### src/rtl/gr2r_pkg.sv
// ----------------------------------------------------------------------------
// gr2r_pkg
// Shared types, constants and helper functions for the glyph row rasteriser.
// ----------------------------------------------------------------------------
package gr2r_pkg;

    // Geometry of one glyph row.
    localparam int unsigned COLS    = 8;
    localparam int unsigned COL_W   = $clog2(COLS);
    localparam int unsigned COORD_W = 16;

    // Rows beyond this count are never drawn, whatever the height register says.
    localparam logic [4:0] MAX_GLYPH_ROWS = 5'd16;

    // Pixel mask of the leftmost column (bit 7 is column 0).
    localparam logic [COLS-1:0] LEFT_COLUMN_MASK = 8'h80;

    // Default depth of the queue between the front and the back.
    localparam int unsigned QUEUE_DEPTH_DEF = 4;

    // Register indexes on the configuration port.
    localparam logic [1:0] REG_GLYPH_WIDTH  = 2'd0;
    localparam logic [1:0] REG_GLYPH_HEIGHT = 2'd1;
    localparam logic [1:0] REG_PIXEL_SCALE  = 2'd2;
    localparam logic [1:0] REG_INK_COLOR    = 2'd3;

    // Register reset values.
    localparam logic [3:0]  GLYPH_WIDTH_RST  = 4'd8;
    localparam logic [4:0]  GLYPH_HEIGHT_RST = 5'd8;
    localparam logic [7:0]  PIXEL_SCALE_RST  = 8'd1;
    localparam logic [15:0] INK_COLOR_RST    = 16'hFFFF;

    // One input beat: a single glyph row.
    typedef struct packed {
        logic [7:0]  row_bits;
        logic [3:0]  row_index;
        logic [15:0] origin_x;
        logic [15:0] origin_y;
    } gr2r_in_t;

    // One result beat: a filled square.
    typedef struct packed {
        logic [15:0] rect_left;
        logic [15:0] rect_top;
        logic [15:0] rect_right;
        logic [15:0] rect_bottom;
        logic [15:0] rect_color;
        logic        last_rect;
    } gr2r_out_t;

    // Configuration as seen by the front and the back.
    typedef struct packed {
        logic [3:0]  glyph_width;
        logic [4:0]  glyph_height;
        logic [7:0]  pixel_scale;
        logic [15:0] ink_color;
    } gr2r_cfg_t;

    // A classified row waiting for the back: only drawable columns remain set.
    typedef struct packed {
        logic [7:0]  bits;
        logic [15:0] origin_x;
        logic [15:0] top;
    } gr2r_job_t;

    // Columns that lie inside the configured glyph width; widths above 8 act as 8.
    function automatic logic [COLS-1:0] col_mask(input logic [3:0] width);
        logic [COLS-1:0] mask;
        if (width >= 4'(COLS))
            mask = '1;
        else
            mask = ~({COLS{1'b1}} >> width);
        return mask;
    endfunction

    // A scale of zero draws as a scale of one.
    function automatic logic [7:0] eff_scale(input logic [7:0] scale);
        logic [7:0] s;
        s = (scale == 8'd0) ? 8'd1 : scale;
        return s;
    endfunction

endpackage

### src/rtl/gr2r_front.sv
// ----------------------------------------------------------------------------
// gr2r_front
// Accepts glyph rows, drops those that draw nothing and works out the row's
// top coordinate before handing it to the job queue.
// ----------------------------------------------------------------------------
module gr2r_front (
    input  logic                push,
    input  logic                full,
    input  gr2r_pkg::gr2r_in_t  row_in,
    input  gr2r_pkg::gr2r_cfg_t cfg,
    output logic                job_push,
    output gr2r_pkg::gr2r_job_t job
);
    import gr2r_pkg::*;

    logic [7:0]  masked_bits;
    logic [7:0]  scale;
    logic [11:0] row_offset;
    logic        row_inside;

    // Keep only the columns inside the glyph width.
    assign masked_bits = row_in.row_bits & col_mask(cfg.glyph_width);
    assign scale       = eff_scale(cfg.pixel_scale);

    // A row draws only if it lies inside both the configured and the absolute height.
    assign row_inside = ({1'b0, row_in.row_index} < cfg.glyph_height) &&
                        ({1'b0, row_in.row_index} < MAX_GLYPH_ROWS);

    // Vertical position of the row: origin plus row times scale, wrapping.
    assign row_offset = 12'(row_in.row_index) * 12'(scale);

    assign job.bits     = masked_bits;
    assign job.origin_x = row_in.origin_x;
    assign job.top      = row_in.origin_y + 16'(row_offset);

    // Only rows with at least one square to draw are queued.
    assign job_push = push && !full && row_inside && (masked_bits != 8'd0);

endmodule

### src/rtl/gr2r_queue.sv
// ----------------------------------------------------------------------------
// gr2r_queue
// Short first-in first-out queue of classified rows between front and back.
// ----------------------------------------------------------------------------
module gr2r_queue #(
    parameter int unsigned DEPTH = gr2r_pkg::QUEUE_DEPTH_DEF
) (
    input  logic                clk,
    input  logic                rst_n,
    input  logic                wr_en,
    input  gr2r_pkg::gr2r_job_t wr_data,
    output logic                full,
    input  logic                rd_en,
    output gr2r_pkg::gr2r_job_t rd_data,
    output logic                empty
);
    import gr2r_pkg::*;

    localparam int unsigned PTR_W = (DEPTH > 1) ? $clog2(DEPTH) : 1;
    localparam int unsigned CNT_W = $clog2(DEPTH + 1);

    gr2r_job_t        slots_reg [DEPTH];
    logic [PTR_W-1:0] wr_ptr_reg, wr_ptr_next;
    logic [PTR_W-1:0] rd_ptr_reg, rd_ptr_next;
    logic [CNT_W-1:0] count_reg, count_next;
    logic             do_wr;
    logic             do_rd;

    assign full    = (count_reg == CNT_W'(DEPTH));
    assign empty   = (count_reg == '0);
    assign do_wr   = wr_en && !full;
    assign do_rd   = rd_en && !empty;
    assign rd_data = slots_reg[rd_ptr_reg];

    // Pointer and fill count update, wrapping at the queue depth.
    always_comb
    begin
        wr_ptr_next = wr_ptr_reg;
        rd_ptr_next = rd_ptr_reg;
        count_next  = count_reg;
        if (do_wr)
        begin
            wr_ptr_next = (wr_ptr_reg == PTR_W'(DEPTH - 1)) ? '0 : wr_ptr_reg + PTR_W'(1);
        end
        if (do_rd)
        begin
            rd_ptr_next = (rd_ptr_reg == PTR_W'(DEPTH - 1)) ? '0 : rd_ptr_reg + PTR_W'(1);
        end
        if (do_wr && !do_rd)
        begin
            count_next = count_reg + CNT_W'(1);
        end
        else if (do_rd && !do_wr)
        begin
            count_next = count_reg - CNT_W'(1);
        end
    end

    always_ff @(posedge clk or negedge rst_n)
    begin
        if (!rst_n)
        begin
            wr_ptr_reg <= '0;
            rd_ptr_reg <= '0;
            count_reg  <= '0;
        end
        else
        begin
            wr_ptr_reg <= wr_ptr_next;
            rd_ptr_reg <= rd_ptr_next;
            count_reg  <= count_next;
        end
    end

    // Row storage carries no reset.
    always_ff @(posedge clk)
    begin
        if (do_wr)
        begin
            slots_reg[wr_ptr_reg] <= wr_data;
        end
    end

endmodule

### src/rtl/gr2r_back.sv
// ----------------------------------------------------------------------------
// gr2r_back
// Walks the set columns of the current row left to right, one square per
// cycle into an output register while that register is free or being emptied.
// ----------------------------------------------------------------------------
module gr2r_back (
    input  logic                clk,
    input  logic                rst_n,
    input  logic                job_empty,
    input  gr2r_pkg::gr2r_job_t job,
    output logic                job_pop,
    input  gr2r_pkg::gr2r_cfg_t cfg,
    output logic                empty,
    input  logic                pop,
    output gr2r_pkg::gr2r_out_t rect_out
);
    import gr2r_pkg::*;

    logic             cur_valid_reg, cur_valid_next;
    logic [COLS-1:0]  cur_bits_reg, cur_bits_next;
    logic [15:0]      cur_ox_reg, cur_ox_next;
    logic [15:0]      cur_top_reg, cur_top_next;
    logic             out_valid_reg, out_valid_next;
    gr2r_out_t        out_data_reg;

    logic             out_ready;
    logic             emit;
    logic             row_done;
    logic [COL_W-1:0] col;
    logic [COLS-1:0]  rest_bits;
    logic [7:0]       scale;
    logic [10:0]      col_offset;
    logic [15:0]      left;
    gr2r_out_t        rect;

    // Leftmost set column of the remaining row bits.
    always_comb
    begin
        col = '0;
        for (int i = COLS - 1; i >= 0; i--)
        begin
            if (cur_bits_reg[COLS - 1 - i])
            begin
                col = COL_W'(i);
            end
        end
    end

    assign scale      = eff_scale(cfg.pixel_scale);
    assign rest_bits  = cur_bits_reg & ~(LEFT_COLUMN_MASK >> col);
    assign col_offset = 11'(col) * 11'(scale);
    assign left       = cur_ox_reg + 16'(col_offset);

    // The square for the current column.
    assign rect.rect_left   = left;
    assign rect.rect_top    = cur_top_reg;
    assign rect.rect_right  = left + 16'(scale) - 16'd1;
    assign rect.rect_bottom = cur_top_reg + 16'(scale) - 16'd1;
    assign rect.rect_color  = cfg.ink_color;
    assign rect.last_rect   = (rest_bits == '0);

    // A square moves on when the output register is free or being emptied.
    assign out_ready = !out_valid_reg || pop;
    assign emit      = cur_valid_reg && out_ready;
    assign row_done  = emit && (rest_bits == '0);
    assign job_pop   = !job_empty && (!cur_valid_reg || row_done);

    // Current row: consume one column per square, load the next row on finishing.
    always_comb
    begin
        cur_valid_next = cur_valid_reg;
        cur_bits_next  = cur_bits_reg;
        cur_ox_next    = cur_ox_reg;
        cur_top_next   = cur_top_reg;
        if (emit)
        begin
            cur_bits_next = rest_bits;
            if (rest_bits == '0)
            begin
                cur_valid_next = 1'b0;
            end
        end
        if (job_pop)
        begin
            cur_valid_next = 1'b1;
            cur_bits_next  = job.bits;
            cur_ox_next    = job.origin_x;
            cur_top_next   = job.top;
        end
    end

    // Output register occupancy.
    always_comb
    begin
        if (emit)
            out_valid_next = 1'b1;
        else if (pop)
            out_valid_next = 1'b0;
        else
            out_valid_next = out_valid_reg;
    end

    always_ff @(posedge clk or negedge rst_n)
    begin
        if (!rst_n)
        begin
            cur_valid_reg <= 1'b0;
            out_valid_reg <= 1'b0;
        end
        else
        begin
            cur_valid_reg <= cur_valid_next;
            out_valid_reg <= out_valid_next;
        end
    end

    // Payload registers carry no reset.
    always_ff @(posedge clk)
    begin
        cur_bits_reg <= cur_bits_next;
        cur_ox_reg   <= cur_ox_next;
        cur_top_reg  <= cur_top_next;
        if (emit)
        begin
            out_data_reg <= rect;
        end
    end

    assign empty    = !out_valid_reg;
    assign rect_out = out_data_reg;

endmodule

### src/rtl/glyph_row_to_scaled_rects.sv
// ----------------------------------------------------------------------------
// glyph_row_to_scaled_rects
// Turns rows of a 1-bit bitmap glyph into filled-square drawing commands.
// ----------------------------------------------------------------------------
// A row beat is taken whenever the row queue has room, and a row that draws
// nothing (blank, or outside the glyph height) is dropped without entering the
// queue. A drawn row with n set columns inside the glyph width yields n squares,
// one per cycle from the back end's column walker while the output register can
// take them; the output register lets one square be taken every cycle. Up to
// QUEUE_DEPTH classified rows wait between the two halves.
// Configuration should be written only while no row is in flight.
module glyph_row_to_scaled_rects #(
    parameter int unsigned QUEUE_DEPTH = gr2r_pkg::QUEUE_DEPTH_DEF
) (
    input  logic                clk,
    input  logic                rst_n,
    // Row input
    input  logic                push,
    output logic                full,
    input  gr2r_pkg::gr2r_in_t  row_in,
    // Square output
    output logic                empty,
    input  logic                pop,
    output gr2r_pkg::gr2r_out_t rect_out,
    // Configuration
    input  logic                psel,
    input  logic                penable,
    input  logic                pwrite,
    input  logic [3:0]          paddr,
    input  logic [31:0]         pwdata,
    output logic [31:0]         prdata,
    output logic                pready
);
    import gr2r_pkg::*;

    logic [3:0]  glyph_width_reg;
    logic [4:0]  glyph_height_reg;
    logic [7:0]  pixel_scale_reg;
    logic [15:0] ink_color_reg;
    logic        cfg_write;
    logic [1:0]  reg_index;
    gr2r_cfg_t   cfg;
    logic        job_push;
    gr2r_job_t   job_in;
    gr2r_job_t   job_out;
    logic        job_empty;
    logic        job_pop;

    assign pready    = 1'b1;
    assign reg_index = paddr[3:2];
    assign cfg_write = psel && penable && pwrite && pready;

    // Configuration registers.
    always_ff @(posedge clk or negedge rst_n)
    begin
        if (!rst_n)
        begin
            glyph_width_reg  <= GLYPH_WIDTH_RST;
            glyph_height_reg <= GLYPH_HEIGHT_RST;
            pixel_scale_reg  <= PIXEL_SCALE_RST;
            ink_color_reg    <= INK_COLOR_RST;
        end
        else if (cfg_write)
        begin
            unique case (reg_index)
                REG_GLYPH_WIDTH:  glyph_width_reg  <= pwdata[3:0];
                REG_GLYPH_HEIGHT: glyph_height_reg <= pwdata[4:0];
                REG_PIXEL_SCALE:  pixel_scale_reg  <= pwdata[7:0];
                REG_INK_COLOR:    ink_color_reg    <= pwdata[15:0];
                default:          ;
            endcase
        end
    end

    // Register read-back.
    always_comb
    begin
        unique case (reg_index)
            REG_GLYPH_WIDTH:  prdata = 32'(glyph_width_reg);
            REG_GLYPH_HEIGHT: prdata = 32'(glyph_height_reg);
            REG_PIXEL_SCALE:  prdata = 32'(pixel_scale_reg);
            REG_INK_COLOR:    prdata = 32'(ink_color_reg);
            default:          prdata = '0;
        endcase
    end

    assign cfg.glyph_width  = glyph_width_reg;
    assign cfg.glyph_height = glyph_height_reg;
    assign cfg.pixel_scale  = pixel_scale_reg;
    assign cfg.ink_color    = ink_color_reg;

    gr2r_front u_front (
        .push     (push),
        .full     (full),
        .row_in   (row_in),
        .cfg      (cfg),
        .job_push (job_push),
        .job      (job_in)
    );

    gr2r_queue #(
        .DEPTH (QUEUE_DEPTH)
    ) u_queue (
        .clk     (clk),
        .rst_n   (rst_n),
        .wr_en   (job_push),
        .wr_data (job_in),
        .full    (full),
        .rd_en   (job_pop),
        .rd_data (job_out),
        .empty   (job_empty)
    );

    gr2r_back u_back (
        .clk       (clk),
        .rst_n     (rst_n),
        .job_empty (job_empty),
        .job       (job_out),
        .job_pop   (job_pop),
        .cfg       (cfg),
        .empty     (empty),
        .pop       (pop),
        .rect_out  (rect_out)
    );

endmodule

### config.mk
export PLATFORM = sky130hd
export DESIGN_NAME = glyph_row_to_scaled_rects
export DESIGN_NICKNAME = d
export VERILOG_FILES = /design/src/rtl/gr2r_pkg.sv /design/src/rtl/gr2r_front.sv /design/src/rtl/gr2r_queue.sv /design/src/rtl/gr2r_back.sv /design/src/rtl/glyph_row_to_scaled_rects.sv
export SDC_FILE = /design/constraint.sdc
export NUM_CORES = 1
export LEC_CHECK = 0
export BUFFER_PORTS_ARGS = -buffer_cell sky130_fd_sc_hd__buf_2
export CAP_MARGIN = 20
export CORE_UTILIZATION = 55
export CTS_CLUSTER_SIZE = 25
export DETAILED_ROUTE_END_ITERATION = 10
export PLACE_DENSITY_LB_ADDON = 0.25
export SLEW_MARGIN = 10
export SYNTH_ARGS = -nofsm -noshare
export SYNTH_HDL_FRONTEND = slang
export SYNTH_SLANG_ARGS = --single-unit
### constraint.sdc
create_clock -name clk -period 6.95 [get_ports clk]
set_clock_uncertainty 0.1 [all_clocks]
set_input_delay 0.3475 -clock clk [delete_from_list [all_inputs] [get_ports clk]]
set_output_delay 0.3475 -clock clk [all_outputs]
set_load 0.03 [all_outputs]
Word-level counts from Yosys, hierarchy flattened
Memories as Yosys holds them, arrays and structs flattened.
Cells that the tools add are included.
{"block": "totals", "mem_count": 1, "word_cells": 103, "ram_bits": 160, "regBits": 163, "output_inout_bits": 116}
{"block": "op_classes", "n_eq_ne": 6, "shift": 2, "muxes": 24, "reduce_logical": 34, "bitwise": 4, "mul": 2, "addsub": 10, "magnitude_cmp": 2}
{"memory": "u_queue.slots_reg", "depth": 4, "width": 40, "read_ports": 1, "rd_ports_with_merged_regs": 0, "wr": 1, "line_no": "gr2r_queue.sv:22", "rtl": "gr2r_job_t slots_reg [DEPTH];"}
{"cell": "32-bit case mux with 4 select lines", "count": 1}
{"cell": "16-bit by 8-bit adder with 16-bit output", "count": 2}
{"cell": "8-bit two-way mux", "count": 4}
{"cell": "16-bit by 1-bit subtractor with 16-bit output, second input constant", "count": 2}
{"cell": "3-bit two-way mux", "count": 10}
{"cell": "16-bit by 11-bit adder with 16-bit output", "count": 1}
{"cell": "16-bit by 12-bit adder with 16-bit output", "count": 1}
{"cell": "8-bit bitwise AND", "count": 2}
{"cell": "8-bit zero test", "count": 2}
{"cell": "8-bit inverter", "count": 2}
{"cell": "1-bit logical AND", "count": 12}
{"cell": "4-bit by 8-bit multiplier with 12-bit output", "count": 1}
{"cell": "3-bit by 8-bit multiplier with 11-bit output", "count": 1}
{"cell": "2-bit AND reduction", "count": 5}
{"cell": "2-bit equality test, second input constant", "count": 4}
{"cell": "2-bit nonzero test", "count": 4}
{"cell": "8-bit nonzero test", "count": 1}
{"cell": "8-bit by 3-bit >> shifter with 8-bit output, first input constant", "count": 1}
{"cell": "8-bit by 4-bit >> shifter with 8-bit output, first input constant", "count": 1}
{"cell": "1-bit two-way mux", "count": 7}
{"cell": "1-bit zero test", "count": 6}
{"cell": "4-bit by 5-bit less-than comparator with 1-bit output", "count": 1}
{"cell": "2-bit by 1-bit adder with 2-bit output, second input constant", "count": 2}
{"cell": "4-bit greater-or-equal comparator, second input constant", "count": 1}
{"cell": "other kinds (8)", "count": 10}

Logic depth before layout (Yosys ltp)
{"block": "logic_depth", "ltp_word": 19, "mapped_depth": 25, "depth_no_buf": 25}

By module
A second synthesis with hierarchy kept.
{"block": "unflattened", "hier_cells": 1212, "area_unflattened_um2": 16782.3}
{"mod": "gr2r_back", "area_each_um2": 7089.3, "cells_per_inst": 616, "seq_area_each_um2": 3683.5, "n_inst": 1}
{"mod": "gr2r_queue", "area_each_um2": 6211.0, "cells_per_inst": 247, "seq_area_each_um2": 4979.8, "n_inst": 1}
{"mod": "gr2r_front", "area_each_um2": 1798.0, "cells_per_inst": 230, "seq_area_each_um2": 0.0, "n_inst": 1}
{"mod": "glyph_row_to_scaled_rects", "area_each_um2": 1684.1, "cells_per_inst": 119, "seq_area_each_um2": 849.6, "n_inst": 1}

Least setup slack after synthesis
Ideal clock, no wire load.
{"block": "synth_timing", "path_type": "register to register", "start": "register pixel_scale_reg[3]", "end": "register u_back.out_data_reg (netlist bit u_back.rect_out[48]) (data pin)", "setup_ps": 265, "synth_period_minus_slack_ps": 5700, "stages_incl_launch_ff": 24, "path_slack_ps": 1250, "t_arrival_ps": 5334, "n_path_buf": 1, "cell_sequence": "dfrtp_1 > clkbuf_1 > nor4_1 > a41oi_1 > or3_1 > fa_1 > fa_1 > inv_1 > fa_1 > a211oi_1 > o21ai_0 > a21oi_1 > o21bai_1 > a21oi_1 > xnor2_1 > inv_1 > ha_1 > a21o_1 > a21oi_1 > a21boi_0 > a31oi_1 > o21ai_0 > a221oi_1 > xnor2_1"}
{"element": "start: declaration", "line_no": "glyph_row_to_scaled_rects.sv:38", "rtl": "logic [7:0] pixel_scale_reg;"}
{"element": "start signal: assignment", "line_no": "glyph_row_to_scaled_rects.sv:68", "rtl": "REG_PIXEL_SCALE: pixel_scale_reg <= pwdata[7:0];"}
{"element": "end signal: assignment", "line_no": "gr2r_back.sv:125", "rtl": "out_data_reg <= rect;"}
{"element": "end: declaration", "line_no": "gr2r_back.sv:24", "rtl": "gr2r_out_t out_data_reg;"}

==> results.py <==
metrics = {
    "status": {
        "status": "completed",
    },
    "global_route": {
        "grt_pass1_vias": 9551,
        "grt_max_degree": 70,
        "grt_antenna_before_repair": 2,
        "grt_overflow": 0,
        "grt_pass1_wl_um": 51700,
        "grt_usage": 0.222,
    },
    "floorplan": {
        "die_area_um2": 30200,
        "die_w_um": 174,
        "core-area_um2": 28900,
        "dieHeight_um": 174,
        "rows": 62,
        "start_util": 0.562,
        "pin_count": 203,
    },
    "synthesis": {
        "ys_seq_elements": 323,
        "ys_types": 61,
        "ys.flop_type": "edfxtp_1",
        "synth_compound_area_frac": 0.0553,
        "synth_top_family_by_area": "adder cells",
        "synth_xor_area_frac": 0.0286,
        "synthCells": 1162,
        "yosysSeqAreaShare": 0.587,
        "synth-async-reset-ratio": 0.130,
        "synthMuxAreaShare": 0.0874,
        "avgSynthCellArea_um2": 14.0,
        "synth_adder_area_share": 0.117,
        "ys_warn_count": 0,
        "synth.area.top_cells": "edfxtp_1 (52%), ha_1 (6.8%), mux4_2 (6.1%)",
        "synthesis.area_um2": 16200,
        "yosysTopAreaCell": "edfxtp_1",
        "synth_top_area_share": 0.520,
        "synth_simple_gate_area_frac": 0.0691,
        "synth_edf_count": 281,
    },
    "critical_path": {
        "slowest_delay_ns": 0.69,
        "start_kind": "flop",
        "end_kind": "flop",
        "path_common_cell": "a21oi_1",
        "worstPathRequired_ns": 7.10,
        "critPathSlowestCell": "a21boi_0",
        "cp_max_fo": 8,
        "path_cells": "nor2_1, o21ai_0, a21boi_0, nand2_1, fa_1, fa_1, inv_1, fa_1, a211oi_1, o21ai_0, a21oi_1, o21bai_1, a21oi_1, xnor2_1, inv_1, ha_1, a21o_1, a21oi_1, a21boi_0, a21oi_1, o21ai_0, nor2b_1, xor2_1",
        "cp_data_arrival_time_ns": 6.49,
        "crit_type": "reg -> reg",
    },
    "timing": {
        "relSlewSlack": 0.334,
        "tns_ns": 0,
        "max_freq_mhz": 158,
        "finalMaxSlewViolations": 0,
        "worstMarginPinSlew_ns": 0.999,
        "hold_viol_final": 0,
        "post-route-period-util": 0.913,
        "rsz0062_at_grt": "no",
        "setup_violations": 0,
        "setup_slack_ns": 0.607,
        "period_minus_slack_ns": 6.34,
    },
    "cells_and_area": {
        "drive_above_1_share": 0.243,
        "nNetsFinal": 1596,
        "seq_area_um2": 9510,
        "multi_input_comb_area_um2": 5860,
        "area_delta_synth_final_pct": 16.4,
        "antenna_cells": 0,
        "nFillCells": 2081,
        "final_common_cell": "edfxtp_1",
        "largest_register_ffs": 160,
        "layout_common_cells": "edfxtp_1 (281), inv_1 (176), buf_2 (167)",
    },
    "drt": {
        "ant_nets": 0,
        "via_per_inst": 5.40,
        "dr_total_vias": 9666,
        "drc_errors": 0,
        "drt_wl_total_um": 32500,
        "post_drt_wl_per_cell_um": 18.1,
        "firstDrtPassIters": 5,
        "drtIter0Drc": 625,
    },
    "clocking": {
        "cts_tree": "done",
        "clk_latency_ns": 0.52,
        "cts_buffers": 35,
        "cts_max_level": 2,
        "clock_sinks": 323,
        "clock-root-buffer": "clkbuf_16",
        "cts.clk_slew.worst_paths_ns": 0.06,
        "cts.path.max_buffers": 3,
    },
    "worst_hold_path": {
        "hold_class": "in -> reg",
    },
    "placement": {
        "dp_slack_ns": 0.702,
        "place.gp.congestion": 0.858,
        "hpwlAfterDp_um": 22600,
        "port_buffers": 167,
    },
    "run": {
        "maxCapViolations": 0,
    },
    "pwr": {
        "leakage_nw": 7.79,
        "p_per_area_nw_per_um2": 411,
        "vdd_ir_drop_max_v": 0.000240,
    },
}
==> per-layer routing <==
metal	global-route usage	share of wire	wire length (um)	vias to the layer above
li1	-	-	-	4564
met1	0.296	0.43	14100	4781
met2	0.375	0.49	15900	257
met3	0.0368	0.051	1660	60
met4	0.0651	0.024	793	4
met5	0	0.00074	24	-
==> what timing repair did <==
action,in CTS,in global routing
endpoints found under the hold margin,101,0
hold buffers,28,0
gates resized for setup,0,0
setup endpoints to repair,0,0
setup buffers,0,0
==> stage by stage <==
step                area [um2]   util  hold slack (ns)  instances  total power [mW]
floorplan                16300      -          -0.0481       1177              5.27
global placement         17500  0.606            0.339       1701              5.89
detailed placement       17500  0.606            0.341       1701              6.00
CTS                      18900  0.654          0.00360       1791              7.81
global route             18900  0.654           0.0144       1791              8.23
finish                   18900  0.654           0.0132       1791              7.75
==> critical path: cells and delay by family (launching register included) <==
family	cells	cell delay [ns]
AO/OA/AOI/OAI	12	2.82
XOR/XNOR	2	0.29
AND/OR/NAND/NOR	3	0.49
flip-flops	1	0.45
buffers and inverters	2	0.14
adder cells (fa/ha/maj)	4	1.76
==> final timing paths <==
check	from	end	slack [ns]	depth (start not counted)
max	u_back.cur_bits_reg[2]$_DFFE_PP_	u_back.rect_out[46]$_DFFE_PP_	0.61	23
min	pwdata[0]	glyph_height_reg[0]$_DFFE_PN0P_	0.01	2
max reg2reg	u_back.cur_bits_reg[2]$_DFFE_PP_	u_back.rect_out[46]$_DFFE_PP_	0.61	23
min reg2reg	u_back.cur_top_reg[4]$_DFFE_PP_	u_back.rect_out[53]$_DFFE_PP_	0.36	0
max in group asynchronous	rst_n	u_queue.rd_ptr_reg[0]$_DFFE_PN0P_	5.60	2
min in group asynchronous	rst_n	glyph_height_reg[2]$_DFFE_PN0P_	0.48	2
==> power by group <==
part,internal [mW],total [mW],switching [mW]
clock,1.04,1.78,0.738
combinational,1.24,2.99,1.74
sequential,2.80,2.98,0.183
==> kinds of logic after synthesis <==
kind of cell               Yosys count
other                                2
buffers and inverters              221
DFF                                323
AOI/OAI and AO/OA                  137
and+or+nand+nor                    216
xor gates and xnor gates            53
muxes                               82
adders and majority gates          128
==> cells in the mapped netlist (3+ instances only) <==
library cell  number
edfxtp_1         281
inv_1            176
xor2_1            20
nor3b_1            5
dfrtp_1           23
mux4_2            44
nand3_1           11
clkbuf_1          21
o21ai_0           34
buf_1              5
o2111ai_1          3
nor3_1            18
a21o_1            14
mux2i_1            5
or3_1              9
nor2_1            39
o21bai_1           5
a31oi_1            4
a221oi_1           3
o211ai_1           6
a211oi_1           4
nand2b_1           5
ha_1              88
mux2_2            32
dfstp_2           19
o22ai_1            3
and3_1            12
or2_2              6
a311oi_1           5
and2_1            30
xnor2_1           33
nor2b_1           25
buf_4             17
nand3b_1           3
a21boi_0           5
fa_1              39
nand2_1           46
o21a_1             4
a21oi_1           31
==> cell type report <==
| class | instances | area share |
|---|---|---|
| Multi-Input combinational cell | 633 | 0.311 |
| Inverter | 176 | 0.0350 |
| Tap cell | 384 | 0.0255 |
| Clock buffer | 40 | 0.0474 |
| Sequential cell | 323 | 0.504 |
| Timing Repair Buffer | 213 | 0.0663 |
| Clock inverter | 22 | 0.0107 |
(Power assumes the default switching activity.)
